==> config.mk <==
export PLATFORM = sky130hd
export DESIGN_NAME = ip_route_table_lpm_top
export DESIGN_NICKNAME = d
export VERILOG_FILES = /design/src/rtl/iprt_pkg.sv /design/src/rtl/ip_route_table_lpm_top.sv /design/src/rtl/iprt_ram.sv /design/src/rtl/iprt_eval.sv
export SDC_FILE = /design/constraint.sdc
export NUM_CORES = 2
export LEC_CHECK = 0
export BUFFER_PORTS_ARGS = -buffer_cell sky130_fd_sc_hd__buf_2
export CAP_MARGIN = 25
export CORE_UTILIZATION = 45
export CTS_CLUSTER_DIAMETER = 120
export DETAILED_ROUTE_END_ITERATION = 8
export GPL_TIMING_DRIVEN = 0
export REMOVE_ABC_BUFFERS = 1
export SYNTH_ARGS = -nofsm -noshare
export SYNTH_HDL_FRONTEND = slang
export SYNTH_HIERARCHICAL = 1
export SYNTH_MEMORY_MAX_BITS = 65536
export SYNTH_SLANG_ARGS = --single-unit
==> constraint.sdc <==
create_clock -name clk -period 23 [get_ports clk]
set_clock_uncertainty 0.15 [all_clocks]
set_input_delay 2.3 -clock clk [delete_from_list [all_inputs] [get_ports clk]]
set_output_delay 2.3 -clock clk [all_outputs]
set_load 0.01 [all_outputs]
==> src/rtl/iprt_pkg.sv <==
// ----------------------------------------------------------------------------
// iprt_pkg
// shared types and constants of the ipv4 longest-prefix-match route table
// ----------------------------------------------------------------------------
package iprt_pkg;

  localparam int ROUTE_ENTRIES_DEF  = 32;
  localparam int DEVICE_ID_BITS_DEF = 4;

  localparam int ADDR_W   = 32;
  localparam int METRIC_W = 32;
  localparam int FLAGS_W  = 16;
  localparam int DEV_W    = 4;
  localparam int CMD_W    = 2;
  localparam int STAT_W   = 2;
  localparam int LEN_W    = 6;

  // commands
  localparam logic [CMD_W-1:0] CMD_LOOKUP = 2'd0;
  localparam logic [CMD_W-1:0] CMD_ADD    = 2'd1;
  localparam logic [CMD_W-1:0] CMD_DELETE = 2'd2;

  // result status codes
  localparam logic [STAT_W-1:0] ST_OK        = 2'd0;
  localparam logic [STAT_W-1:0] ST_FULL      = 2'd1;
  localparam logic [STAT_W-1:0] ST_NOT_FOUND = 2'd2;
  localparam logic [STAT_W-1:0] ST_NO_ROUTE  = 2'd3;

  // route flag bit positions
  localparam int FLAG_UP_BIT     = 0;
  localparam int FLAG_GATEWAY_BIT = 1;
  localparam int FLAG_REJECT_BIT = 9;

  typedef struct packed {
    logic [CMD_W-1:0]    cmd;
    logic [ADDR_W-1:0]   key_address;
    logic [ADDR_W-1:0]   prefix_mask;
    logic [ADDR_W-1:0]   gateway_address;
    logic [DEV_W-1:0]    device_id;
    logic [METRIC_W-1:0] route_metric;
    logic [FLAGS_W-1:0]  route_flags;
  } req_t;

  typedef struct packed {
    logic [STAT_W-1:0] status;
    logic [ADDR_W-1:0] next_hop;
    logic [DEV_W-1:0]  out_device;
  } rsp_t;

  // sequencer to evaluator
  typedef struct packed {
    logic start;   // new request, clear the running picks
    logic rd_vld;  // table read data valid this cycle
  } eval_ctl_t;

  // evaluator to sequencer
  typedef struct packed {
    logic busy;      // compare stage still holds an entry
    logic add_hit;   // valid entry with same network and mask
    logic free_hit;  // some free slot seen
    logic del_hit;   // entry to delete seen
    logic lk_hit;    // lookup found a route
  } eval_flags_t;

endpackage

==> src/rtl/ip_route_table_lpm_top.sv <==
// ----------------------------------------------------------------------------
// ip_route_table_lpm_top
// ipv4 route table with add, delete and longest-prefix-match lookup
// ----------------------------------------------------------------------------
//
//  channel | handshake              | payload | carries
//  --------+------------------------+---------+--------------------------------
//  request | req_valid / req_ready  | req     | command, address, mask, route
//  result  | rsp_valid / rsp_ready  | rsp     | status, next hop, device
//
// - every request scans the whole table, one entry per cycle out of the entry
//   ram; a transfer passes through the scan, the ram read, the compare stage,
//   the select stage and the idle slot
// - after reset the valid ram is swept to zero, and req_ready stays low until
//   the sweep ends
// - a finished result sits in the rsp register; the next request is taken
//   while it waits, and only the write back of a second result stalls on it
// - table writes (add, delete) happen in the same cycle the result is loaded
//
module ip_route_table_lpm_top import iprt_pkg::*; #(
  parameter int ROUTE_ENTRIES  = ROUTE_ENTRIES_DEF,
  parameter int DEVICE_ID_BITS = DEVICE_ID_BITS_DEF
) (
  input  logic clk,
  input  logic rst,
  input  logic req_valid,
  output logic req_ready,
  input  req_t req,
  output logic rsp_valid,
  input  logic rsp_ready,
  output rsp_t rsp
);

  localparam int IW     = (ROUTE_ENTRIES > 1) ? $clog2(ROUTE_ENTRIES) : 1;
  localparam int CW     = $clog2(ROUTE_ENTRIES + 1);
  localparam int DATA_W = 3 * ADDR_W + METRIC_W + FLAGS_W + DEVICE_ID_BITS;
  localparam logic [CW-1:0] LAST = CW'(ROUTE_ENTRIES - 1);

  typedef enum logic [1:0] {
    S_CLEAR,
    S_IDLE,
    S_SCAN,
    S_FINISH
  } state_t;

  state_t        state;
  logic [CW-1:0] cnt;        // sweep / scan position
  req_t          req_q;      // request under work
  logic          rd_vld;     // ram read data valid
  logic [IW-1:0] rd_idx;     // entry index of the read data

  // ram ports
  logic              vram_we, vram_wdata, vram_rdata;
  logic [IW-1:0]     vram_waddr;
  logic              dram_we;
  logic [IW-1:0]     dram_waddr;
  logic [DATA_W-1:0] dram_wdata, dram_rdata;
  logic              ram_re;

  // evaluator
  eval_ctl_t                 ev_ctl;
  eval_flags_t               ev_flags;
  logic [IW-1:0]             add_idx, free_idx, del_idx;
  logic [ADDR_W-1:0]         lk_hop;
  logic [DEVICE_ID_BITS-1:0] lk_dev;

  logic req_xfer, fin_go;
  rsp_t rsp_next;
  logic tbl_we_valid, tbl_we_data, tbl_vbit;
  logic [IW-1:0] tbl_idx;

  assign req_ready = (state == S_IDLE);
  assign req_xfer  = req_valid && req_ready;

  // finish once the compare pipe is empty and the result register is free
  assign fin_go = (state == S_FINISH) && !rd_vld && !ev_flags.busy &&
                  (!rsp_valid || rsp_ready);

  assign ev_ctl.start  = req_xfer;
  assign ev_ctl.rd_vld = rd_vld;

  // result and table update of the finished request
  always_comb begin
    rsp_next     = '0;
    tbl_we_valid = 1'b0;
    tbl_we_data  = 1'b0;
    tbl_vbit     = 1'b0;
    tbl_idx      = add_idx;
    unique case (req_q.cmd)
      CMD_LOOKUP: begin
        if (ev_flags.lk_hit) begin
          rsp_next.status     = ST_OK;
          rsp_next.next_hop   = lk_hop;
          rsp_next.out_device = DEV_W'(lk_dev);
        end else begin
          rsp_next.status   = ST_NO_ROUTE;
          rsp_next.next_hop = req_q.key_address;
        end
      end
      CMD_ADD: begin
        // update the matching route, else take the lowest free slot
        if (ev_flags.add_hit || ev_flags.free_hit) begin
          rsp_next.status = ST_OK;
          tbl_we_valid    = 1'b1;
          tbl_we_data     = 1'b1;
          tbl_vbit        = 1'b1;
          tbl_idx         = ev_flags.add_hit ? add_idx : free_idx;
        end else begin
          rsp_next.status = ST_FULL;
        end
      end
      CMD_DELETE: begin
        if (ev_flags.del_hit) begin
          rsp_next.status = ST_OK;
          tbl_we_valid    = 1'b1;
          tbl_idx         = del_idx;
        end else begin
          rsp_next.status = ST_NOT_FOUND;
        end
      end
      default: begin
        // unused command leaves the table alone
        rsp_next.status = ST_OK;
      end
    endcase
  end

  // ram port muxing: reset sweep owns the valid ram while it runs
  assign ram_re     = (state == S_SCAN);
  assign vram_we    = (state == S_CLEAR) || (fin_go && tbl_we_valid);
  assign vram_waddr = (state == S_CLEAR) ? cnt[IW-1:0] : tbl_idx;
  assign vram_wdata = (state == S_CLEAR) ? 1'b0 : tbl_vbit;

  assign dram_we    = fin_go && tbl_we_data;
  assign dram_waddr = tbl_idx;
  assign dram_wdata = {req_q.key_address, req_q.prefix_mask, req_q.gateway_address,
                       req_q.route_metric, req_q.route_flags,
                       DEVICE_ID_BITS'(req_q.device_id)};

  always_ff @(posedge clk) begin
    if (rst) begin
      state     <= S_CLEAR;
      cnt       <= '0;
      rd_vld    <= 1'b0;
      rsp_valid <= 1'b0;
    end else begin
      rd_vld <= (state == S_SCAN);
      unique case (state)
        S_CLEAR: begin
          if (cnt == LAST) begin
            cnt   <= '0;
            state <= S_IDLE;
          end else begin
            cnt <= cnt + CW'(1);
          end
        end
        S_IDLE: begin
          if (req_xfer) begin
            cnt   <= '0;
            state <= S_SCAN;
          end
        end
        S_SCAN: begin
          cnt <= cnt + CW'(1);
          if (cnt == LAST) begin
            state <= S_FINISH;
          end
        end
        S_FINISH: begin
          if (fin_go) begin
            state <= S_IDLE;
          end
        end
        default: begin
          state <= S_CLEAR;
        end
      endcase

      if (fin_go) begin
        rsp_valid <= 1'b1;
      end else if (rsp_ready) begin
        rsp_valid <= 1'b0;
      end
    end

    // payload registers
    rd_idx <= cnt[IW-1:0];
    if (req_xfer) begin
      req_q <= req;
    end
    if (fin_go) begin
      rsp <= rsp_next;
    end
  end

  iprt_ram #(
    .WIDTH (1),
    .DEPTH (ROUTE_ENTRIES)
  ) u_valid_ram (
    .clk   (clk),
    .we    (vram_we),
    .waddr (vram_waddr),
    .wdata (vram_wdata),
    .re    (ram_re),
    .raddr (cnt[IW-1:0]),
    .rdata (vram_rdata)
  );

  iprt_ram #(
    .WIDTH (DATA_W),
    .DEPTH (ROUTE_ENTRIES)
  ) u_entry_ram (
    .clk   (clk),
    .we    (dram_we),
    .waddr (dram_waddr),
    .wdata (dram_wdata),
    .re    (ram_re),
    .raddr (cnt[IW-1:0]),
    .rdata (dram_rdata)
  );

  iprt_eval #(
    .ROUTE_ENTRIES  (ROUTE_ENTRIES),
    .DEVICE_ID_BITS (DEVICE_ID_BITS)
  ) u_eval (
    .clk          (clk),
    .rst          (rst),
    .ctl          (ev_ctl),
    .rd_idx       (rd_idx),
    .rd_valid_bit (vram_rdata),
    .rd_data      (dram_rdata),
    .req          (req_q),
    .flags        (ev_flags),
    .add_idx      (add_idx),
    .free_idx     (free_idx),
    .del_idx      (del_idx),
    .lk_hop       (lk_hop),
    .lk_dev       (lk_dev)
  );

endmodule

==> src/rtl/iprt_ram.sv <==
// ----------------------------------------------------------------------------
// iprt_ram
// generic simple dual-port ram, one write and one registered read port
// ----------------------------------------------------------------------------
module iprt_ram #(
  parameter int WIDTH = 8,
  parameter int DEPTH = 32,
  parameter int AW    = (DEPTH > 1) ? $clog2(DEPTH) : 1
) (
  input  logic             clk,
  input  logic             we,
  input  logic [AW-1:0]    waddr,
  input  logic [WIDTH-1:0] wdata,
  input  logic             re,
  input  logic [AW-1:0]    raddr,
  output logic [WIDTH-1:0] rdata
);

  logic [WIDTH-1:0] mem [0:DEPTH-1];

  always_ff @(posedge clk) begin
    if (we) begin
      mem[waddr] <= wdata;
    end
    if (re) begin
      rdata <= mem[raddr];
    end
  end

endmodule

==> src/rtl/iprt_eval.sv <==
// ----------------------------------------------------------------------------
// iprt_eval
// per-entry compare stage and running selection of add, delete and lookup picks
// ----------------------------------------------------------------------------
module iprt_eval import iprt_pkg::*; #(
  parameter int ROUTE_ENTRIES  = ROUTE_ENTRIES_DEF,
  parameter int DEVICE_ID_BITS = DEVICE_ID_BITS_DEF,
  parameter int IW             = (ROUTE_ENTRIES > 1) ? $clog2(ROUTE_ENTRIES) : 1,
  parameter int DATA_W         = 3 * ADDR_W + METRIC_W + FLAGS_W + DEVICE_ID_BITS
) (
  input  logic                      clk,
  input  logic                      rst,
  input  eval_ctl_t                 ctl,
  input  logic [IW-1:0]             rd_idx,
  input  logic                      rd_valid_bit,
  input  logic [DATA_W-1:0]         rd_data,
  input  req_t                      req,
  output eval_flags_t               flags,
  output logic [IW-1:0]             add_idx,
  output logic [IW-1:0]             free_idx,
  output logic [IW-1:0]             del_idx,
  output logic [ADDR_W-1:0]         lk_hop,
  output logic [DEVICE_ID_BITS-1:0] lk_dev
);

  localparam int FLG_LSB = DEVICE_ID_BITS;
  localparam int MET_LSB = FLG_LSB + FLAGS_W;
  localparam int GW_LSB  = MET_LSB + METRIC_W;
  localparam int MSK_LSB = GW_LSB + ADDR_W;
  localparam int NET_LSB = MSK_LSB + ADDR_W;

  // leading ones of a mask, halving search
  function automatic logic [LEN_W-1:0] lead_ones(input logic [ADDR_W-1:0] m);
    logic [LEN_W-1:0]  n;
    logic [ADDR_W-1:0] v;
    n = '0;
    v = m;
    if (&v[31:16]) begin n = n + LEN_W'(16); v = v << 16; end
    if (&v[31:24]) begin n = n + LEN_W'(8);  v = v << 8;  end
    if (&v[31:28]) begin n = n + LEN_W'(4);  v = v << 4;  end
    if (&v[31:30]) begin n = n + LEN_W'(2);  v = v << 2;  end
    if (v[31])     begin n = n + LEN_W'(1);  v = v << 1;  end
    if (v[31])     begin n = n + LEN_W'(1);  end
    return n;
  endfunction

  logic [ADDR_W-1:0]         e_net, e_mask, e_gw;
  logic [METRIC_W-1:0]       e_metric;
  logic [FLAGS_W-1:0]        e_flags;
  logic [DEVICE_ID_BITS-1:0] e_dev;

  assign e_dev    = rd_data[DEVICE_ID_BITS-1:0];
  assign e_flags  = rd_data[FLG_LSB +: FLAGS_W];
  assign e_metric = rd_data[MET_LSB +: METRIC_W];
  assign e_gw     = rd_data[GW_LSB +: ADDR_W];
  assign e_mask   = rd_data[MSK_LSB +: ADDR_W];
  assign e_net    = rd_data[NET_LSB +: ADDR_W];

  // compare stage registers
  logic                      a_vld;
  logic                      a_hit, a_free, a_del, a_lk;
  logic [LEN_W-1:0]          a_len;
  logic [METRIC_W-1:0]       a_metric;
  logic [ADDR_W-1:0]         a_hop;
  logic [DEVICE_ID_BITS-1:0] a_dev;
  logic [IW-1:0]             a_idx;

  logic hit_c;
  assign hit_c = rd_valid_bit && (e_net == req.key_address) && (e_mask == req.prefix_mask);

  always_ff @(posedge clk) begin
    if (rst) begin
      a_vld <= 1'b0;
    end else begin
      a_vld <= ctl.rd_vld;
    end
    a_hit    <= hit_c;
    a_free   <= !rd_valid_bit;
    a_del    <= hit_c && ((req.gateway_address == '0) || (e_gw == req.gateway_address));
    a_lk     <= rd_valid_bit && e_flags[FLAG_UP_BIT] && !e_flags[FLAG_REJECT_BIT] &&
                ((req.key_address & e_mask) == e_net);
    a_len    <= lead_ones(e_mask);
    a_metric <= e_metric;
    a_hop    <= e_flags[FLAG_GATEWAY_BIT] ? e_gw : req.key_address;
    a_dev    <= e_dev;
    a_idx    <= rd_idx;
  end

  // running picks
  logic                add_hit, free_hit, del_hit, lk_hit;
  logic [LEN_W-1:0]    best_len;
  logic [METRIC_W-1:0] win_metric;

  always_ff @(posedge clk) begin
    if (rst || ctl.start) begin
      add_hit  <= 1'b0;
      free_hit <= 1'b0;
      del_hit  <= 1'b0;
      lk_hit   <= 1'b0;
    end else if (a_vld) begin
      if (a_hit && !add_hit) begin
        add_hit <= 1'b1;
        add_idx <= a_idx;
      end
      if (a_free && !free_hit) begin
        free_hit <= 1'b1;
        free_idx <= a_idx;
      end
      if (a_del && !del_hit) begin
        del_hit <= 1'b1;
        del_idx <= a_idx;
      end
      // longer prefix wins, then lower metric, then lower index
      if (a_lk && (!lk_hit || (a_len > best_len) ||
                   ((a_len == best_len) && (a_metric < win_metric)))) begin
        lk_hit     <= 1'b1;
        best_len   <= a_len;
        win_metric <= a_metric;
        lk_hop     <= a_hop;
        lk_dev     <= a_dev;
      end
    end
  end

  assign flags.busy     = a_vld;
  assign flags.add_hit  = add_hit;
  assign flags.free_hit = free_hit;
  assign flags.del_hit  = del_hit;
  assign flags.lk_hit   = lk_hit;

endmodule

# After elaboration in Yosys (flattened, before gate mapping)
# Memories as Yosys holds them, arrays and structs flattened. A register that Yosys moved wholly into a read port is not among the register bits.
# Cells that the tools add are included.
word_totals:
  regBits: 380
  latchBits: 0
  mem_bits_rw: 4768
  rom_bits: 0
  in_bits: 154
  output_inout_bits: 40
  wordCells: 156
  n_memories: 2
classes:
  addsub: 6
  mul: 0
  n_div: 0
  order_cmp: 2
  eq_ne: 15
  shift: 0
  mux: 40
  bitwise_logic: 2
  reduce_logical: 53
memory_table:
  columns: ["memory", "depth", "word_bits", "read_ports", "rd_clocked_by_memory_dff", "write_ports", "line", "source"]
  rows:
  - ["u_entry_ram.mem", 32, 148, 1, 1, 1, "iprt_ram.sv:19", "logic [WIDTH-1:0] mem [0:DEPTH-1];"]
  - ["u_valid_ram.mem", 32, 1, 1, 1, 1, "iprt_ram.sv:19", null]
op_table:
  columns: ["operator", "n"]
  rows:
  - ["$mux 32", 6]
  - ["$eq 32x32->1", 4]
  - ["$mux 6", 7]
  - ["$mux 34", 1]
  - ["$and 32x32->32", 1]
  - ["$logic_not 32->1", 1]
  - ["$lt 32x32->1", 1]
  - ["$mux 5", 5]
  - ["$add 6x1->6 const B", 3]
  - ["$pmux 6 s3", 1]
  - ["$logic_and 1x1->1", 17]
  - ["$reduce_and 16->1", 1]
  - ["$reduce_and 2->1", 7]
  - ["$reduce_and 3->1", 4]
  - ["$mux 1", 11]
  - ["$mux 2", 5]
  - ["$pmux 5 s2", 1]
  - ["$logic_not 1->1", 9]
  - ["$pmux 2 s4", 1]
  - ["$reduce_and 4->1", 2]
  - ["$reduce_and 8->1", 1]
  - ["$logic_or 1x1->1", 7]
  - ["$add 5x4->6 const B", 1]
  - ["$add 6x2->6 const B", 1]
  - ["14 further kinds", 20]

# Logic depth before layout (Yosys ltp)
depth:
  ltp_word: 12
  depth_mapped: 12
  ltp_nobuf: 10

# Hierarchy
# Netlist, hierarchy kept.
modules_own_cells:
  columns: ["module", "n_inst", "cells_each", "area_per_inst_um2", "seq_area_each_um2"]
  rows:
  - ["iprt_ram (u_entry_ram)", 1, 7607, 181366.4, 146660.7]
  - ["iprt_eval", 1, 654, 7920.1, 4434.3]
  - ["ip_route_table_lpm_top", 1, 381, 7221.9, 5945.7]
  - ["iprt_ram (u_valid_ram)", 1, 120, 1527.7, 991.0]

# Worst setup path after synthesis
# No wires, ideal clock.
synth_path:
  path_kind: "input-to-reg"
  start: "input rsp_ready"
  end: "memory u_entry_ram/mem[12][0] (netlist name), enable pin"
  setup_ps: 658
  arrival_time_ps: 9565
  required_time_ps: 22192
  path_slack_ps: 12627
  path_stages: 5
  n_path_buf: 1
  path_cell_list: "nand2b_1 nor3b_1 or3b_2 clkbuf_1 nor2_1"
synth_between:
  elab_chain_len: 5
synth_lines:
  columns: ["item", "line", "source"]
  rows:
  - ["start, declared", "ip_route_table_lpm_top.sv:30", "input logic rsp_ready,"]
  - ["$logic_or 1x1->1", "ip_route_table_lpm_top.sv:77", "(!rsp_valid || rsp_ready);"]
  - ["$logic_and 1x1->1", "ip_route_table_lpm_top.sv:76", "assign fin_go = (state == S_FINISH) && !rd_vld && !ev_flags.busy &&"]
  - ["$logic_and 1x1->1", "ip_route_table_lpm_top.sv:134", "assign dram_we = fin_go && tbl_we_data;"]
  - ["named net dram_we", "ip_route_table_lpm_top.sv:55", "logic dram_we;"]
  - ["$mux 1", "iprt_ram.sv:22", "if (we) begin"]
  - ["$mux 1 (not written as such)", "iprt_ram.sv:23", "mem[waddr] <= wdata;"]
  - ["end, declared", "iprt_ram.sv:19", null]
# The timed path passes the listed nets, and every way through them passes these cells.

# Final worst setup path
layout_path:
  start: "input rsp_ready"
  end: "memory u_entry_ram/mem[26][34] (netlist name), enable pin"
# The elaborated chain is that of the path after synthesis.

==> flow_metrics.tcl <==
set metrics [dict create \
    outcome "finished, violations left" \
    violations "DRC" \
    path_class "in2reg" \
    p_per_area_nw_per_um2 92.2 \
    dieHeight_um 638 \
    cts.path.max_buffers 4 \
    ys_warn_count 6 \
    sw_frac_of_total_pct 22.9 \
    worstPathRequired_ns 23.53 \
    fillers 30300 \
    die_w_um 638 \
    grt_max_degree 60 \
    power.internal_mw 15.2 \
    rsz0062_at_grt "false" \
    cts-resized-gates 0 \
    cts_hold_buf 0 \
    gr-total-overflow 0 \
    fin_setup_tns_ns 0 \
    grt_pass1_vias 90400 \
    slew_viol_final 0 \
    cts_inserted_buffers 479 \
    hold_viol 0 \
    clkTransAtPathRegs_ns 0.06 \
    via_per_inst 6.33 \
    coreArea_um2 403000 \
    seqPwrFrac_pct 49.5 \
    busiest_layer "met2" \
    timing.rr.end "u_entry_ram/mem[26][34]" \
    synth_cells 8119 \
    arrival_ns 6.42 \
    r2r_setup_slack_ns 17.50 \
    tightestPinTransition_ns 1.25 \
    layout.cells.non_filler 14600 \
    dr_total_vias 92700 \
    place_congestion 0.785 \
    wl_um 525000 \
    grt_pass1_wl_um 722000 \
    ir_drop_mv 0.0787 \
    syn_area_um2 182000 \
    postRouteAntennaNets 0 \
    met2_usage_pct 39.2 \
    leakage_nw 65.8 \
    critPathMaxFanout 16 \
    globalRouteMet3Util_pct 4.59 \
    port_buffers 180 \
    cts_tree "yes" \
    finalCritPeriodShare_pct 25.6 \
    dpl.cell_count 13700 \
    setup_viol 0 \
    drc 4 \
    maxCapViolCount 0 \
    clk_latency_ns 1.00 \
    pwr-share-comb_pct 11.5 \
    drt_pre_antenna_iters 9 \
    design.die.area_um2 407000 \
    use_met1_pct 37.2 \
    reg2reg_depth 13 \
    min_path_type "reg2reg" \
    fin_crit_ns 5.89 \
    cts_max_level 5 \
    areaGrowthSynthToFinish_pct 17.6 \
    setup.worst_path.start "rsp_ready" \
    initialDrtViolationCount 13000 \
    synth_area_per_cell_um2 22.4 \
    clock.fmax_mhz 170 \
    pin_count 194 \
    fin_nets 9015 \
    p_switching_mw 4.52 \
    dp_hpwl_um 334000 \
    cts_setup_buffers 0 \
    worstReg2RegStart "req_q[149]" \
    crit_end "u_entry_ram/mem[26][34]" \
    p_clk_share_pct 39.1 \
    antenna_found_initial 16 \
    fp-row-count 233 \
    end_kind "flop" \
    relSlewSlack_pct 16.1 \
    cp-start-kind "primary input" \
    cts_sinks 4855 \
    grtUsageTotal_pct 25.5 \
    drive_above_1_share_pct 26.1 \
    wl_per_cell_um 35.9 \
    root_buffer "clkbuf_16" \
    start_util_pct 45.2 \
]
==> cell usage in the layout (no fill, tap or decap), drive strengths merged, types with 10 or more instances in the layout <==
cell / instances
clkbuf: 619
buf: 660
a21o: 11
o21ai: 21
mux2: 38
nand4: 60
ha: 47
o22ai: 413
edfxtp: 4752
nand3: 81
nor4: 132
clkinvlp: 12
inv: 95
dfxtp: 103
nand3b: 10
a21oi: 34
bufinv: 34
mux4: 940
nor2: 99
clkinv: 225
a22oi: 222
xnor2: 20
xor2: 82
nor2b: 44
mux2i: 329
nand2: 37
==> final cells by class <==
type | instances | area [um2] | share of cell area [%]
sequential | 4855 | 145000 | 67.7
timing repair buffer | 660 | 11700 | 5.49
inverter | 83 | 312 | 0.146
antenna | 9 | 22.5 | 0.0105
clock buffer | 619 | 13100 | 6.11
clock inverter | 283 | 2430 | 1.14
tap | 5405 | 6760 | 3.16
multi-input combinational | 2735 | 34800 | 16.3
==> metrics by stage <==
stage	area, um2	setup slack (ns)	hold WS [ns]	utilization, %	power (mW)
3_5_place_dp	198000	16.22	0.165	49.1	12.2
4_1_cts	213000	17.28	0.184	52.9	19.8
6_report	214000	17.11	0.173	53.1	19.7
3_3_place_gp	187000	-137.81	0.161	46.5	15.3
5_1_grt	214000	17.16	0.192	53.1	20.3
2_1_floorplan	179000	-40.39	0.160	-	14.5
==> per-layer routing <==
metal  share of wire, %  up-vias  routed length [um]
li1                   -    36000                   -
met1                 40    50400              212000
met2                 46     5406              242000
met3                 10      915               52500
met4                3.5        8               18200
met5             0.0097        -                  51
==> worst max-delay path: stages <==
cell	delay, ns
buf_2	0.07
nand2b_1	0.21
nor3b_1	0.62
nand3b_1	0.82
nor2_4	0.75
buf_12	0.29
buf_12	0.24
buf_16	0.20
buf_16	0.19
buf_16	0.18
buf_12	0.20
buf_12	0.21
==> flip-flops by register name, indices dropped and copies added (netlist names), 6 cells and up <==
| register | cells |
|---|---|
| u_eval/win_metric | 32 |
| rsp | 38 |
| u_eval/a_len | 6 |
| cnt | 6 |
| u_entry_ram/mem | 4320 |
| u_eval/lk_hop | 32 |
| u_eval/best_len | 6 |
| u_valid_ram/mem | 32 |
| u_eval/a_hop | 32 |
| u_entry_ram/rdata | 135 |
| u_eval/a_metric | 32 |
| dram_wdata | 135 |
==> worst min-delay path by stage <==
stage | startpoint | end | slack, ns | cells past startpoint
after floorplan | rd_idx[0] | u_eval/a_idx[0] | 0.16 | 0
after global placement | rd_idx[4] | u_eval/a_idx[4] | 0.16 | 0
after detailed placement | rd_idx[4] | u_eval/a_idx[4] | 0.17 | 0
after CTS | rd_idx[0] | u_eval/a_idx[0] | 0.18 | 0
after global routing | rd_idx[0] | u_eval/a_idx[0] | 0.19 | 0
final | rd_idx[0] | u_eval/a_idx[0] | 0.17 | 0
==> power by group through the flow <==
stage | Combinational [mW] | Clock [mW] | Sequential [mW]
finish | 2.26 | 7.70 | 9.75
global route | 2.39 | 8.13 | 9.75
CTS | 2.26 | 7.80 | 9.76
detailed placement | 2.25 | 0 | 9.95
global placement | 5.02 | 0 | 10.3
floorplan | 4.25 | 0 | 10.2
Power figures use the tool's default switching activity.
